### src/sv/sha256_pkg.sv
// ----------------------------------------------------------------------------
// SHA-256 engine package
// Shared item types, round constants and the SHA-256 mixing functions.
// ----------------------------------------------------------------------------
package sha256_pkg;

    localparam int HSE_QUEUE_DEPTH = 4;

    localparam logic [31:0] PAD_WORD = 32'h8000_0000;

    typedef struct packed {
        logic [31:0] data_word;
        logic [2:0]  byte_count;
        logic        final_item;
    } hse_in_t;

    typedef struct packed {
        logic [31:0] digest_word;
        logic [2:0]  word_index;
        logic        last_word;
    } hse_out_t;

    // One padded message word on its way to the compression core
    typedef struct packed {
        logic [31:0] word;
        logic        last;
    } hse_word_t;

    function automatic logic [31:0] rotr(input logic [31:0] x, input int n);
        rotr = (x >> n) | (x << (32 - n));
    endfunction

    function automatic logic [31:0] big_sigma0(input logic [31:0] x);
        big_sigma0 = rotr(x, 2) ^ rotr(x, 13) ^ rotr(x, 22);
    endfunction

    function automatic logic [31:0] big_sigma1(input logic [31:0] x);
        big_sigma1 = rotr(x, 6) ^ rotr(x, 11) ^ rotr(x, 25);
    endfunction

    function automatic logic [31:0] small_sigma0(input logic [31:0] x);
        small_sigma0 = rotr(x, 7) ^ rotr(x, 18) ^ (x >> 3);
    endfunction

    function automatic logic [31:0] small_sigma1(input logic [31:0] x);
        small_sigma1 = rotr(x, 17) ^ rotr(x, 19) ^ (x >> 10);
    endfunction

    localparam logic [31:0] ROUND_K [64] = '{
        32'h428a2f98, 32'h71374491, 32'hb5c0fbcf, 32'he9b5dba5,
        32'h3956c25b, 32'h59f111f1, 32'h923f82a4, 32'hab1c5ed5,
        32'hd807aa98, 32'h12835b01, 32'h243185be, 32'h550c7dc3,
        32'h72be5d74, 32'h80deb1fe, 32'h9bdc06a7, 32'hc19bf174,
        32'he49b69c1, 32'hefbe4786, 32'h0fc19dc6, 32'h240ca1cc,
        32'h2de92c6f, 32'h4a7484aa, 32'h5cb0a9dc, 32'h76f988da,
        32'h983e5152, 32'ha831c66d, 32'hb00327c8, 32'hbf597fc7,
        32'hc6e00bf3, 32'hd5a79147, 32'h06ca6351, 32'h14292967,
        32'h27b70a85, 32'h2e1b2138, 32'h4d2c6dfc, 32'h53380d13,
        32'h650a7354, 32'h766a0abb, 32'h81c2c92e, 32'h92722c85,
        32'ha2bfe8a1, 32'ha81a664b, 32'hc24b8b70, 32'hc76c51a3,
        32'hd192e819, 32'hd6990624, 32'hf40e3585, 32'h106aa070,
        32'h19a4c116, 32'h1e376c08, 32'h2748774c, 32'h34b0bcb5,
        32'h391c0cb3, 32'h4ed8aa4a, 32'h5b9cca4f, 32'h682e6ff3,
        32'h748f82ee, 32'h78a5636f, 32'h84c87814, 32'h8cc70208,
        32'h90befffa, 32'ha4506ceb, 32'hbef9a3f7, 32'hc67178f2
    };

    localparam logic [31:0] INIT_H [8] = '{
        32'h6a09e667, 32'hbb67ae85, 32'h3c6ef372, 32'ha54ff53a,
        32'h510e527f, 32'h9b05688c, 32'h1f83d9ab, 32'h5be0cd19
    };

endpackage

### src/sv/sha256_front.sv
// ----------------------------------------------------------------------------
// SHA-256 front end
// Accepts message items, counts bits and emits the padded word stream.
// ----------------------------------------------------------------------------
module sha256_front
    import sha256_pkg::*;
(
    input  logic      clk,
    input  logic      rst_n,
    input  logic      in_valid,
    output logic      in_stall,
    input  hse_in_t   in_item,
    output logic      push,
    output hse_word_t push_word,
    input  logic      queue_full
);

    localparam logic [1:0] PH_IDLE   = 2'd0;
    localparam logic [1:0] PH_PAD80  = 2'd1;
    localparam logic [1:0] PH_ZERO   = 2'd2;
    localparam logic [1:0] PH_LEN_LO = 2'd3;

    logic [1:0]  phase_reg, phase_next;
    logic [63:0] bit_len_reg, bit_len_next;
    logic [3:0]  pos_reg, pos_next;
    logic [2:0]  count;
    logic        accept;

    assign in_stall = queue_full || (phase_reg != PH_IDLE);
    assign accept   = in_valid && !in_stall;
    assign count    = (in_item.byte_count > 3'd4) ? 3'd4 : in_item.byte_count;

    always_comb
    begin
        phase_next     = phase_reg;
        bit_len_next   = bit_len_reg;
        pos_next       = pos_reg;
        push           = 1'b0;
        push_word.word = '0;
        push_word.last = 1'b0;
        unique case (phase_reg)
            PH_IDLE:
            begin
                if (accept)
                begin
                    push     = 1'b1;
                    pos_next = pos_reg + 4'd1;
                    if (!in_item.final_item)
                    begin
                        push_word.word = in_item.data_word;
                        bit_len_next   = bit_len_reg + 64'd32;
                    end
                    else
                    begin
                        bit_len_next = bit_len_reg + {58'd0, count, 3'b000};
                        phase_next   = PH_ZERO;
                        unique case (count)
                            3'd0: push_word.word = PAD_WORD;
                            3'd1: push_word.word = {in_item.data_word[31:24], 24'h80_0000};
                            3'd2: push_word.word = {in_item.data_word[31:16], 16'h8000};
                            3'd3: push_word.word = {in_item.data_word[31:8], 8'h80};
                            default:
                            begin
                                push_word.word = in_item.data_word;
                                phase_next     = PH_PAD80;
                            end
                        endcase
                    end
                end
            end
            PH_PAD80:
            begin
                if (!queue_full)
                begin
                    push           = 1'b1;
                    push_word.word = PAD_WORD;
                    pos_next       = pos_reg + 4'd1;
                    phase_next     = PH_ZERO;
                end
            end
            PH_ZERO:
            begin
                if (!queue_full)
                begin
                    push     = 1'b1;
                    pos_next = pos_reg + 4'd1;
                    // length high word lands in slot 14
                    if (pos_reg == 4'd14)
                    begin
                        push_word.word = bit_len_reg[63:32];
                        phase_next     = PH_LEN_LO;
                    end
                end
            end
            default:
            begin
                if (!queue_full)
                begin
                    push           = 1'b1;
                    push_word.word = bit_len_reg[31:0];
                    push_word.last = 1'b1;
                    pos_next       = 4'd0;
                    bit_len_next   = '0;
                    phase_next     = PH_IDLE;
                end
            end
        endcase
    end

    always_ff @(posedge clk or negedge rst_n)
    begin
        if (!rst_n)
        begin
            phase_reg   <= PH_IDLE;
            bit_len_reg <= '0;
            pos_reg     <= '0;
        end
        else
        begin
            phase_reg   <= phase_next;
            bit_len_reg <= bit_len_next;
            pos_reg     <= pos_next;
        end
    end

endmodule

### src/sv/sha256_queue.sv
// ----------------------------------------------------------------------------
// SHA-256 word queue
// Short FIFO of padded words between the front end and the core.
// ----------------------------------------------------------------------------
module sha256_queue
    import sha256_pkg::*;
#(
    parameter int DEPTH = HSE_QUEUE_DEPTH
)
(
    input  logic      clk,
    input  logic      rst_n,
    input  logic      push,
    input  hse_word_t push_word,
    output logic      full,
    input  logic      pop,
    output logic      not_empty,
    output hse_word_t head_word
);

    localparam int PW = (DEPTH > 1) ? $clog2(DEPTH) : 1;
    localparam int CW = $clog2(DEPTH + 1);

    hse_word_t       mem [DEPTH];
    logic [PW-1:0]   wr_ptr_reg, rd_ptr_reg;
    logic [CW-1:0]   cnt_reg;

    assign full      = (cnt_reg == CW'(DEPTH));
    assign not_empty = (cnt_reg != '0);
    assign head_word = mem[rd_ptr_reg];

    always_ff @(posedge clk)
    begin
        if (push)
            mem[wr_ptr_reg] <= push_word;
    end

    always_ff @(posedge clk or negedge rst_n)
    begin
        if (!rst_n)
        begin
            wr_ptr_reg <= '0;
            rd_ptr_reg <= '0;
            cnt_reg    <= '0;
        end
        else
        begin
            if (push)
                wr_ptr_reg <= (wr_ptr_reg == PW'(DEPTH - 1)) ? '0 : wr_ptr_reg + PW'(1);
            if (pop)
                rd_ptr_reg <= (rd_ptr_reg == PW'(DEPTH - 1)) ? '0 : rd_ptr_reg + PW'(1);
            if (push && !pop)
                cnt_reg <= cnt_reg + CW'(1);
            else if (pop && !push)
                cnt_reg <= cnt_reg - CW'(1);
        end
    end

endmodule

### src/sv/sha256_core.sv
// ----------------------------------------------------------------------------
// SHA-256 compression core
// Loads 16 words, runs 64 rounds, folds into the hash and emits digests.
// ----------------------------------------------------------------------------
module sha256_core
    import sha256_pkg::*;
(
    input  logic      clk,
    input  logic      rst_n,
    input  logic      word_avail,
    input  hse_word_t head_word,
    output logic      pop,
    output logic      out_valid,
    input  logic      out_stall,
    output hse_out_t  out_item
);

    localparam logic [1:0] ST_LOAD   = 2'd0;
    localparam logic [1:0] ST_ROUND  = 2'd1;
    localparam logic [1:0] ST_UPDATE = 2'd2;
    localparam logic [1:0] ST_OUT    = 2'd3;

    logic [1:0]  state_reg;
    logic [3:0]  load_cnt_reg;
    logic [5:0]  round_reg;
    logic [2:0]  idx_reg;
    logic        blk_last_reg;
    logic [31:0] w_reg [16];
    logic [31:0] v_reg [8];
    logic [31:0] h_reg [8];
    logic        out_valid_reg;
    hse_out_t    out_reg;

    logic [31:0] w_new, t1, t2;
    logic        out_free;

    assign pop       = (state_reg == ST_LOAD) && word_avail;
    assign out_free  = !out_valid_reg || !out_stall;
    assign out_valid = out_valid_reg;
    assign out_item  = out_reg;

    assign w_new = small_sigma1(w_reg[14]) + w_reg[9] + small_sigma0(w_reg[1]) + w_reg[0];
    assign t1 = v_reg[7] + big_sigma1(v_reg[4])
              + ((v_reg[4] & v_reg[5]) ^ (~v_reg[4] & v_reg[6]))
              + ROUND_K[round_reg] + w_reg[0];
    assign t2 = big_sigma0(v_reg[0])
              + ((v_reg[0] & v_reg[1]) ^ (v_reg[0] & v_reg[2]) ^ (v_reg[1] & v_reg[2]));

    // Schedule window, working variables and output register: payload, no reset
    always_ff @(posedge clk)
    begin
        if (pop || (state_reg == ST_ROUND))
        begin
            for (int i = 0; i < 15; i++)
                w_reg[i] <= w_reg[i + 1];
            w_reg[15] <= (state_reg == ST_ROUND) ? w_new : head_word.word;
        end
        if (pop && (load_cnt_reg == 4'd15))
        begin
            for (int i = 0; i < 8; i++)
                v_reg[i] <= h_reg[i];
        end
        else if (state_reg == ST_ROUND)
        begin
            v_reg[7] <= v_reg[6];
            v_reg[6] <= v_reg[5];
            v_reg[5] <= v_reg[4];
            v_reg[4] <= v_reg[3] + t1;
            v_reg[3] <= v_reg[2];
            v_reg[2] <= v_reg[1];
            v_reg[1] <= v_reg[0];
            v_reg[0] <= t1 + t2;
        end
        if ((state_reg == ST_OUT) && out_free)
        begin
            out_reg.digest_word <= h_reg[idx_reg];
            out_reg.word_index  <= idx_reg;
            out_reg.last_word   <= (idx_reg == 3'd7);
        end
    end

    always_ff @(posedge clk or negedge rst_n)
    begin
        if (!rst_n)
        begin
            state_reg     <= ST_LOAD;
            load_cnt_reg  <= '0;
            round_reg     <= '0;
            idx_reg       <= '0;
            blk_last_reg  <= 1'b0;
            out_valid_reg <= 1'b0;
            for (int i = 0; i < 8; i++)
                h_reg[i] <= INIT_H[i];
        end
        else
        begin
            // raise valid with each new digest word, drop it once taken
            if ((state_reg == ST_OUT) && out_free)
                out_valid_reg <= 1'b1;
            else if (!out_stall)
                out_valid_reg <= 1'b0;
            unique case (state_reg)
                ST_LOAD:
                begin
                    if (pop)
                    begin
                        load_cnt_reg <= load_cnt_reg + 4'd1;
                        if (load_cnt_reg == 4'd15)
                        begin
                            blk_last_reg <= head_word.last;
                            round_reg    <= '0;
                            state_reg    <= ST_ROUND;
                        end
                    end
                end
                ST_ROUND:
                begin
                    round_reg <= round_reg + 6'd1;
                    if (round_reg == 6'd63)
                        state_reg <= ST_UPDATE;
                end
                ST_UPDATE:
                begin
                    for (int i = 0; i < 8; i++)
                        h_reg[i] <= h_reg[i] + v_reg[i];
                    idx_reg   <= '0;
                    state_reg <= blk_last_reg ? ST_OUT : ST_LOAD;
                end
                default:
                begin
                    if (out_free)
                    begin
                        idx_reg <= idx_reg + 3'd1;
                        if (idx_reg == 3'd7)
                        begin
                            // restart the chaining value for the next message
                            for (int i = 0; i < 8; i++)
                                h_reg[i] <= INIT_H[i];
                            state_reg <= ST_LOAD;
                        end
                    end
                end
            endcase
        end
    end

endmodule

### src/sv/sha256_hash_engine.sv
// ----------------------------------------------------------------------------
// SHA-256 hash engine
// Streams a message in as 32-bit words, pads it and emits the 8-word digest.
// ----------------------------------------------------------------------------
// Flow: a 16-word block is loaded into the core, run through 64 rounds and
//   folded into the hash in the update state; the digest words follow at
//   one per cycle while out_stall is low.
// Intake: the queue takes items while the single-round core is busy. Padding
//   adds 2 to 18 words after the final item, one per cycle unless queue_full.
// Reset: hash state returns to the initial values, counters and queue clear.
// ----------------------------------------------------------------------------
module sha256_hash_engine
    import sha256_pkg::*;
#(
    parameter int QUEUE_DEPTH = HSE_QUEUE_DEPTH
)
(
    input  logic     clk,
    input  logic     rst_n,
    input  logic     in_valid,
    output logic     in_stall,
    input  hse_in_t  in_item,
    output logic     out_valid,
    input  logic     out_stall,
    output hse_out_t out_item
);

    // Front end to queue: padded word stream
    logic      push;
    hse_word_t push_word;
    logic      queue_full;

    // Queue to core: head word and pop
    logic      pop;
    logic      word_avail;
    hse_word_t head_word;

    // Front end: count message bits, insert pad byte, zero fill and length
    sha256_front u_front (
        .clk        (clk),
        .rst_n      (rst_n),
        .in_valid   (in_valid),
        .in_stall   (in_stall),
        .in_item    (in_item),
        .push       (push),
        .push_word  (push_word),
        .queue_full (queue_full)
    );

    // Queue: decouple item intake from the compression rounds
    sha256_queue #(
        .DEPTH (QUEUE_DEPTH)
    ) u_queue (
        .clk       (clk),
        .rst_n     (rst_n),
        .push      (push),
        .push_word (push_word),
        .full      (queue_full),
        .pop       (pop),
        .not_empty (word_avail),
        .head_word (head_word)
    );

    // Core: one round per cycle, output register holds each digest word
    sha256_core u_core (
        .clk        (clk),
        .rst_n      (rst_n),
        .word_avail (word_avail),
        .head_word  (head_word),
        .pop        (pop),
        .out_valid  (out_valid),
        .out_stall  (out_stall),
        .out_item   (out_item)
    );

endmodule

### config.mk
export PLATFORM = sky130hd
export DESIGN_NAME = sha256_hash_engine
export DESIGN_NICKNAME = d
export VERILOG_FILES = /design/src/sv/sha256_pkg.sv /design/src/sv/sha256_front.sv /design/src/sv/sha256_queue.sv /design/src/sv/sha256_core.sv /design/src/sv/sha256_hash_engine.sv
export SDC_FILE = /design/constraint.sdc
export NUM_CORES = 2
export LEC_CHECK = 0
export ABC_AREA = 0
export BUFFER_PORTS_ARGS = -buffer_cell sky130_fd_sc_hd__buf_2
export CORE_MARGIN = 3
export CORE_UTILIZATION = 45
export CTS_BUF_LIST = sky130_fd_sc_hd__clkbuf_8
export DETAILED_ROUTE_END_ITERATION = 8
export GPL_TIMING_DRIVEN = 0
export PLACE_DENSITY = 0.63
export SETUP_SLACK_MARGIN = 0.1
export SLEW_MARGIN = 20
export SYNTH_ARGS = -nofsm -noshare
export SYNTH_HDL_FRONTEND = slang
export SYNTH_HIERARCHICAL = 1
export SYNTH_SLANG_ARGS = --single-unit
### constraint.sdc
create_clock -name clk -period 24.1 [get_ports clk]
set_clock_uncertainty 0.2 [all_clocks]
set_input_delay 6.025 -clock clk [delete_from_list [all_inputs] [get_ports clk]]
set_output_delay 6.025 -clock clk [all_outputs]
set_load 0.02 [all_outputs]
==> flow_summary_export.csv <==
group,metric,value,unit
route,routed_via_density,6.117,
die,start_util,45.33,%
clock_tree,cts_buffer_depth,3,
route,wire_per_inst,28.30,um
clock_tree,htreeDepth,4,
grt,grt_pass1_wl,378100,um
worst_hold_path,hp-class,"reg2reg",
route,num_vias,56920,
placement,hpwlAfterDp,200200,um
clock_tree,cts_hold_buf,0,
yosys,synth-seq-cells,1283,
final_layout,drive_gt1_share,15.49,%
yosys,synth_ff_type,"edfxtp_1",
placement,portBuffers,77,
final_layout,nets,7540,
clock_tree,clkTransAtPathRegs,0.07,ns
sta,fin_ws,11.39,ns
flow_run,drv_cap,0,
sta,rsz0062_at_grt,"no",
sta,slew_violations,0,
yosys,yosysWarnings,6,
worst_setup_path,cp_common_cell,"a21o_1",
route,finalWirelength,263400,um
sta,fmax,78.68,MHz
yosys,ys_top_cells_by_count,"936 x edfxtp_1, 489 x a21oi_1, 442 x nand2_1",
sta,slew_headroom,15.72,%
worst_setup_path,cpPeakStageDelay,0.67,ns
grt,grt_antenna_before_repair,12,
grt,grt_pass1_vias,54990,
sta,period_share,52.74,%
sta,finalHoldViolCount,0,
grt,track_usage,29.73,%
clock_tree,root_buffer,"clkbuf_8",
worst_setup_path,crit_type,"reg2reg",
die,die_x,419.2,um
yosys,yosysMostFrequentCell,"edfxtp_1",
yosys,synth_top_area_cell,"edfxtp_1",
route,ant_nets,0,
placement,place_ws,11.78,ns
clock_tree,cts_sinks,1283,
die,num_io_pins,78,
die,fp.dieH,419.2,um
route,drc,0,
sta,tightestPinTransition,1.264,ns
grt,overflow,0,
sta,setup_viol,0,
placement,gp_congestion,1.002,
die,row_count,151,
yosys,ys_async_sr_fraction,27.05,%
worst_setup_path,cp.arrival,13.23,ns
final_layout,fillers,14910,
final_layout,largest_reg_flops,512,
yosys,netlist_area,76830,um^2
worst_setup_path,path_max_fanout,11,
yosys,synth_edf_count,936,
outcome,status,"finished, final reports clean",
worst_setup_path,cp-end-kind,"register",
sta,final.setup.tns,0,ns
sta,post-route-min-period,12.71,ns
yosys,syn-num-nets,7210,
yosys,synth_seq_area_share,48.11,%
clock_tree,cts_tree,"built",
worst_setup_path,cp_slowest_cell,"o21ai_1",
die,die_area,175700,um^2
yosys,synth_cell_type_count,93,
route,first_iter_violations,6626,
grt,grt_max_degree,91,
route,firstDrtPassIters,6,
clock_tree,cts_buffers,221,
clock_tree,cts_resized,0,
yosys,avgSynthCellArea,11.72,um^2
final_layout,areaGrowthSynthToFinish,11.29,%
yosys,synthCells,6557,
yosys,synth_top_area_share,36.59,%
yosys,synthTopCellsByArea,"edfxtp_1 37%, dfrtp_1 6.9%, ha_1 6.8%",
clock_tree,clk_latency,0.99,ns
worst_setup_path,critPathLaunchType,"register",
die,core,169500,um^2
clock_tree,postCtsSetupRepairBufs,0,
worst_setup_path,crit_required,24.62,ns
cell families (layout without fill, tap and decap cells):
group,after synthesis,in the layout,synth area share [%]
compound gates,1597,1597,12.95
xor+xnor,579,579,6.601
simple gates,1415,1415,8.765
flops,1283,1283,48.11
fa+ha+maj,644,644,12.31
buf+inv,574,1100,2.905
other cells,0,4,0
mux,465,465,8.355
path summary, 6_finish.rpt:
kind	slack, ns	startpoint	endpoint	depth (start not counted)
min reg2reg	0.19	u_core/w_reg[1][159]	u_core/w_reg[1][127]	0
min in group asynchronous	4.88	rst_n	u_core/h_reg[68]	2
max in group asynchronous	17.53	rst_n	u_front/bit_len_reg[32]	4
min	0.19	u_core/w_reg[1][159]	u_core/w_reg[1][127]	0
max	11.39	u_core/round_reg[0]	u_core/v_reg[0][28]	39
max reg2reg	11.39	u_core/round_reg[0]	u_core/v_reg[0][28]	39
routing by layer:
metal / track usage, % / vias to the layer above / wire [um]
li1: - / 24960 / -
met1: 41.66 / 28470 / 110600
met2: 44.63 / 2919 / 114800
met3: 5.687 / 566 / 24530
met4: 13.83 / 6 / 13420
met5: 0 / - / 34
stage by stage:
step                      utilization, %  std cells  cell area (um^2)  hold WS, ns
after detailed placement           47.68       8882             80800       0.2045
after floorplan                        -       6557             76830       0.2003
after global routing               50.45       9302             85490       0.1889
after CTS                          50.44       9301             85480       0.1823
after global placement             47.20       8852             79990       0.2001
final                              50.45       9305             85500       0.1888
worst max-delay path: cells and delay by family (launching register included):
kind            cells  cell delay (ns)
compound gates     17             4.67
fa+ha+maj           7             2.95
buf+inv             7             2.09
simple gates        5             1.26
flops               1             0.58
xor+xnor            2             0.41
mux                 1             0.26
final cells by class:
class / instances / area (um^2) / share of cell area, %
antenna: 4 / 10.01 / 0.01171
buffer: 286 / 1186 / 1.387
clock buffer: 240 / 3303 / 3.863
clock inverter: 179 / 1383 / 1.617
inverter: 288 / 1081 / 1.264
multi-input combinational: 4700 / 37680 / 44.08
sequential: 1283 / 36960 / 43.23
tap: 2218 / 2775 / 3.246
timing repair buffer: 107 / 1117 / 1.307
cell usage in the layout, fill, tap and decap left out, types with 31 or more instances in the layout:
master / synthesis / final
a21oi_1: 489 / 489
a31oi_1: 56 / 56
inv_1: 285 / 356
and3_1: 48 / 48
o21ai_0: 415 / 414
xnor2_1: 429 / 429
or4_1: 33 / 33
fa_1: 197 / 197
a22oi_1: 35 / 35
clkinv_2: 0 / 40
nor3_1: 77 / 77
nand2_1: 442 / 442
buf_2: 8 / 91
nor2b_1: 52 / 52
nand3_1: 108 / 108
xor2_1: 150 / 150
dfstp_2: 136 / 136
edfxtp_1: 936 / 936
o21bai_1: 40 / 40
o211ai_1: 44 / 44
clkbuf_8: 0 / 240
dfrtp_1: 211 / 211
mux4_2: 101 / 101
mux2_2: 335 / 335
clkbuf_1: 237 / 216
nor2_1: 379 / 375
or3_1: 44 / 44
a21o_1: 151 / 151
clkinv_1: 3 / 37
a211oi_1: 57 / 56
nand2b_1: 68 / 66
ha_1: 416 / 416
o21a_1: 53 / 53
maj3_1: 31 / 31
o31ai_1: 51 / 51
nand4_1: 34 / 34
Power is left out: the tool's default activity adds up to more than one toggle a clock period on the data nets, which glitch-free logic cannot reach.
